`config.mk`:
```
export PLATFORM = sky130hd
export DESIGN_NAME = rrp_sincos
export DESIGN_NICKNAME = d
export VERILOG_FILES = /design/src/hw/rtl/rrp_pkg.sv /design/src/hw/rtl/rrp_sincos.sv
export SDC_FILE = /design/constraint.sdc
export NUM_CORES = 2
export LEC_CHECK = 0
export BUFFER_PORTS_ARGS = -buffer_cell sky130_fd_sc_hd__clkbuf_2
export CAP_MARGIN = 20
export CORE_MARGIN = 4
export CORE_UTILIZATION = 50
export DETAILED_ROUTE_END_ITERATION = 12
export PLACE_DENSITY = 0.66
export SYNTH_ARGS = -nofsm -noshare
export SYNTH_HDL_FRONTEND = slang
export SYNTH_SLANG_ARGS = --single-unit
```
`constraint.sdc`:
```
create_clock -name aclk -period 17.95 [get_ports aclk]
set_input_delay 2.6925 -clock aclk [delete_from_list [all_inputs] [get_ports aclk]]
set_output_delay 2.6925 -clock aclk [all_outputs]
set_load 0.005 [all_outputs]
```
`src/hw/rtl/rrp_pkg.sv`:
```
package rrp_pkg;

    localparam int ANG_W = 16;
    localparam int LEN_W = 20;
    localparam int TRIG_W = 18;
    localparam int VAL_W = 21;
    localparam int PROD_W = 21;

    localparam logic signed [VAL_W-1:0] VAL_MAX = 21'sd1048575;
    localparam logic signed [VAL_W-1:0] VAL_MIN = -21'sd1048576;
    localparam logic signed [VAL_W-1:0] ONE_Q16 = 21'sd65536;

    localparam logic [1:0] SEL_POSE = 2'd0;
    localparam logic [1:0] SEL_JAC = 2'd1;
    localparam logic [1:0] SEL_BOTH = 2'd2;
    localparam logic [1:0] SEL_SPARE = 2'd3;

    localparam logic [1:0] REG_TOOL = 2'd0;
    localparam logic [1:0] REG_BASE = 2'd1;
    localparam logic [1:0] REG_SEL = 2'd2;

    // Angle-stage state handed to the product stage
    typedef struct packed {
        logic signed [TRIG_W-1:0] s1;
        logic signed [TRIG_W-1:0] c1;
        logic signed [TRIG_W-1:0] s2;
        logic signed [TRIG_W-1:0] c2;
        logic signed [LEN_W-1:0] len;
        logic [17:0] base;
        logic [1:0] sel;
    } trig_t;

    // All products of one joint vector
    typedef struct packed {
        logic signed [TRIG_W-1:0] s1;
        logic signed [TRIG_W-1:0] c1;
        logic signed [TRIG_W-1:0] s2;
        logic signed [TRIG_W-1:0] c2;
        logic signed [PROD_W-1:0] c1c2;
        logic signed [PROD_W-1:0] s1c2;
        logic signed [PROD_W-1:0] s2c1;
        logic signed [PROD_W-1:0] s1s2;
        logic signed [LEN_W-1:0] len;
        logic [17:0] base;
        logic [1:0] sel;
    } prod_t;

    typedef struct packed {
        logic signed [37:0] l_s2c1;
        logic signed [37:0] l_s1s2;
        logic signed [37:0] l_c2;
        logic signed [37:0] l_c1c2;
        logic signed [37:0] l_s1c2;
        logic signed [37:0] l_s2;
    } lprod_t;

    // Round half up a Q32 product back to Q16
    function automatic logic signed [37:0] rnd_q16(input logic signed [53:0] p);
        logic signed [53:0] t;
        t = p + 54'sd32768;
        return t[53:16];
    endfunction

    function automatic logic signed [VAL_W-1:0] sat(input logic signed [39:0] v);
        if (v > 40'(VAL_MAX)) return VAL_MAX;
        else if (v < 40'(VAL_MIN)) return VAL_MIN;
        else return v[VAL_W-1:0];
    endfunction

endpackage

```
`src/hw/rtl/rrp_sincos.sv`:
```
module rrp_sincos
    import rrp_pkg::*;
(
    input  logic                     aclk,
    input  logic                     en,
    input  logic [ANG_W-1:0]         ang,
    output logic signed [TRIG_W-1:0] sin_out
);

    // Three register stages of the quarter-wave polynomial; the final
    // multiply is left to the register stage that follows this module
    logic [15:0] z_reg, z2_reg, z_p_reg, z2b_reg, z_q_reg;
    logic [16:0] t_reg;
    logic [17:0] t2_reg;
    logic top_reg, top2_reg, top3_reg;
    logic neg_reg, neg2_reg, neg3_reg;
    logic [15:0] x_next;
    logic [15:0] z_next;
    logic [31:0] z2w;
    logic [31:0] m1;
    logic [16:0] t1;
    logic [33:0] m2;
    logic [17:0] t2;
    logic [35:0] m3;
    logic signed [TRIG_W-1:0] r;

    // Fold the angle into the first quadrant and square it
    always_comb begin
        x_next = ang[14] ? (16'd16384 - {2'b00, ang[13:0]}) : {2'b00, ang[13:0]};
        z_next = {x_next[13:0], 2'b00};
        if (x_next[14]) z_next = 16'd0;
        z2w = 32'(z_next) * 32'(z_next);
        if (x_next[14]) z2w = 32'd0;
    end

    // Inner and middle polynomial terms
    always_comb begin
        m1 = 32'(z2_reg) * 32'd9279;
        t1 = 17'd84095 - 17'(m1 >> 16);
        m2 = 34'(t_reg) * 34'(z2b_reg);
        t2 = 18'd205887 - 18'(m2 >> 16);
    end

    // z = 65536 is reached only at x = 16384; carry it as the top flag
    always_ff @(posedge aclk) begin
        if (en) begin
            z_reg <= z_next;
            z2_reg <= z2w[31:16];
            top_reg <= x_next[14];
            neg_reg <= ang[15];
            t_reg <= t1;
            z_p_reg <= z_reg;
            z2b_reg <= z2_reg;
            top2_reg <= top_reg;
            neg2_reg <= neg_reg;
            t2_reg <= t2;
            z_q_reg <= z_p_reg;
            top3_reg <= top2_reg;
            neg3_reg <= neg2_reg;
        end
    end

    // Outer multiply with rounding, then apply the sign
    always_comb begin
        m3 = 36'(z_q_reg) * 36'(t2_reg) + 36'd65536;
        r = top3_reg ? TRIG_W'(65536) : TRIG_W'(m3 >> 17);
        sin_out = neg3_reg ? -r : r;
    end

endmodule

```
==> impl_metrics.csv <==
group,metric,value,unit
logic_synthesis,synth.distinct_cells,72,
global_route,grt_pass1_vias,22140,
logic_synthesis,synth_seq_cells,113,
clock_network,post_cts_buffers,0,
floorplan,die_w,255.6,µm
logic_synthesis,yosysSeqAreaShare,11.07,%
timing,setup_violations,0,
timing,hold_viol,0,
logic_synthesis,synth-async-reset-ratio,0,%
route,firstDrtPassIters,5,
logic_synthesis,synth_edf_count,113,
clock_network,clkLatencyLatePin,460,ps
worst_setup_path,worstPathArrival,7870,ps
route,drtAntennaViolNets,0,
timing,fin_setup_tns,0,ps
worst_setup_path,required,15260,ps
worst_hold_path,min_from,"z_p_reg[12]",
timing,fin_crit,10560,ps
logic_synthesis,yosysWarningCount,0,
global_route,grt_pass1_wl,109900,µm
logic_synthesis,syn_nets,4279,
worst_setup_path,end_kind,"output port",
logic_synthesis,avgSynthCellArea,9.434,µm²
clock_network,cts_buffer_depth,2,
worst_setup_path,startpoint,"z_q_reg[12]",
clock_network,cts_tree,"built",
clock_network,cts_inserted_buffers,17,
floorplan,start_util,50.67,%
timing,worst_pin_slew,898.4,ps
worst_setup_path,path_class,"register to output port",
placed_design,place.detailed.hpwl,52820,µm
placed_design,port_buffers,35,
worst_hold_path,min_path_type,"register to register",
route,drt_wl_total,63530,µm
global_route,antenna_found_initial,2,
layout,final_cell_mix,"inv_1, fa_1, ha_1",
timing,slew_headroom,40.11,%
timing,fmax,94.66,MHz
clock_network,clkSinkCount,113,
layout,mostFrequentLayoutCell,"inv_1",
timing,finClkSkew,12.38,ps
layout,largest_register_ffs,18,
floorplan,die_area,65310,µm²
logic_synthesis,ys.flop_type,"edfxtp_1",
logic_synthesis,netlist_area,30640,µm²
clock_network,path_clk_slew,70,ps
layout,layout.cells.non_filler,4012,
logic_synthesis,syn_inst,3248,
route,wl_per_cell,15.84,µm
layout,diodes,0,
route,vias_per_cell,5.240,
clock_network,cts_resized,0,
global_route,grt_max_degree,68,
clock_network,h-tree-depth,4,
worst_setup_path,crit_path_start_kind,"register",
layout,drive_gt1_share,3.220,%
timing,drv_slew,0,
timing,rsz0062_at_grt,"no",
floorplan,rows,90,
worst_setup_path,ff2ff_setup_slack,10510,ps
worst_setup_path,crit_path_max_fanout,18,
floorplan,core,60470,µm²
timing,period_share,58.85,%
job,drv_cap,0,
floorplan,fp.dieH,255.6,µm
route,drt_iter0_drc,1067,
global_route,grt_overflow_total,0,
placed_design,dp.cells,3980,
worst_setup_path,reg2reg_from,"z2b_reg[7]",
route,via_count,21020,
clock_network,holdBufCountCts,0,
route,drc,0,
clock_network,root_buffer,"clkbuf_16",
layout,nets,4248,
floorplan,io_pins,36,
global_route,track_usage,20.23,%
layout,area_growth,4.761,%
placed_design,routabilityCongestion,0.8744,
status,status,"finished clean",
-- Yosys cell counts, types with 3 or more instances --
cell | instances | share of area [%]
nor3_1 | 29 | 0.47
a211o_1 | 5 | 0.14
or3_1 | 13 | 0.27
a221oi_1 | 3 | 0.086
a221o_1 | 3 | 0.098
o211ai_1 | 13 | 0.32
o21a_1 | 10 | 0.25
nor4_1 | 3 | 0.061
fa_1 | 573 | 37
o21ai_0 | 62 | 1.0
o41ai_1 | 3 | 0.086
nand4_1 | 19 | 0.39
o31ai_1 | 13 | 0.32
nor2b_1 | 18 | 0.37
nand2b_1 | 24 | 0.49
clkbuf_1 | 92 | 1.1
o2111ai_1 | 3 | 0.086
a41oi_1 | 3 | 0.086
ha_1 | 440 | 18
a21oi_1 | 83 | 1.4
and3_1 | 5 | 0.10
a21o_1 | 36 | 0.88
nand3_1 | 18 | 0.29
a21bo_2 | 3 | 0.098
a311oi_1 | 4 | 0.11
nand2_1 | 364 | 4.5
and4_1 | 6 | 0.17
a211oi_1 | 19 | 0.47
o21bai_1 | 5 | 0.12
xor2_1 | 38 | 1.1
a31oi_1 | 5 | 0.10
and2_1 | 217 | 4.4
edfxtp_1 | 113 | 11
inv_1 | 752 | 9.2
mux2i_1 | 4 | 0.13
xnor2_1 | 62 | 1.8
or2_2 | 9 | 0.18
nor2_1 | 133 | 1.6
-- worst paths after layout --
kind / to / cells after the start
min reg2reg: z_q_reg[12] / 0
max: sin_out[16] / 22
max reg2reg: t2_reg[15] / 21
min: z_q_reg[12] / 0
-- through the flow --
stage          hold slack, ps  setup slack [ps]  cell area [µm²]  utilization (%)
6_report                407.7              7386            32100            53.08
5_1_grt                 415.5              6815            32100            53.08
4_1_cts                 407.8              7360            32100            53.08
3_5_place_dp            404.5              7087            31510            52.11
3_3_place_gp            400.9              7215            31510            52.11
2_1_floorplan           400.3              7606            30640                -
-- critical path: stages, from the launching register on --
cell	delay [ps]
edfxtp_1	800
nand2_1	170
fa_1	570
inv_1	50
fa_1	480
fa_1	550
fa_1	530
fa_1	550
inv_1	50
fa_1	520
inv_1	40
ha_1	410
nand4_1	270
nor2_1	230
nand4_1	200
and3_1	270
a211oi_1	380
nand3b_1	140
o21ai_0	360
nand4_1	230
o31ai_1	320
xnor2_1	150
clkbuf_2	130
-- logic make-up after synthesis --
family	count (synthesis)	share of synthesized area, %
xor+xnor	100	2.858
mux	6	0.2164
fa+ha+maj	1013	55.40
buf+inv	848	10.39
flops	113	11.07
compound gates	297	6.374
simple gates	871	13.68
-- layout make-up --
cell class	count	area [µm²]
fillers	5560	28370
inverters	756	2838
clock inverters	15	165.2
flip-flops and latches	113	3393
repair buffers	42	230.2
well taps	782	978.4
multi-input cells	2287	24070
clock buffers	17	425.4
-- routing by layer --
layer  vias to the layer above  global-route usage [%]  routed length (µm)
met2                       404                   34.67               30760
met4                         4                   4.678                1046
met1                     10530                   27.81               29190
li1                      10010                       -                   -
met5                         -                       0                  24
met3                        82                   2.474                2517
Power is not shown: default switching activity piles up to over one toggle a cycle in this logic, so the estimate is an artifact.
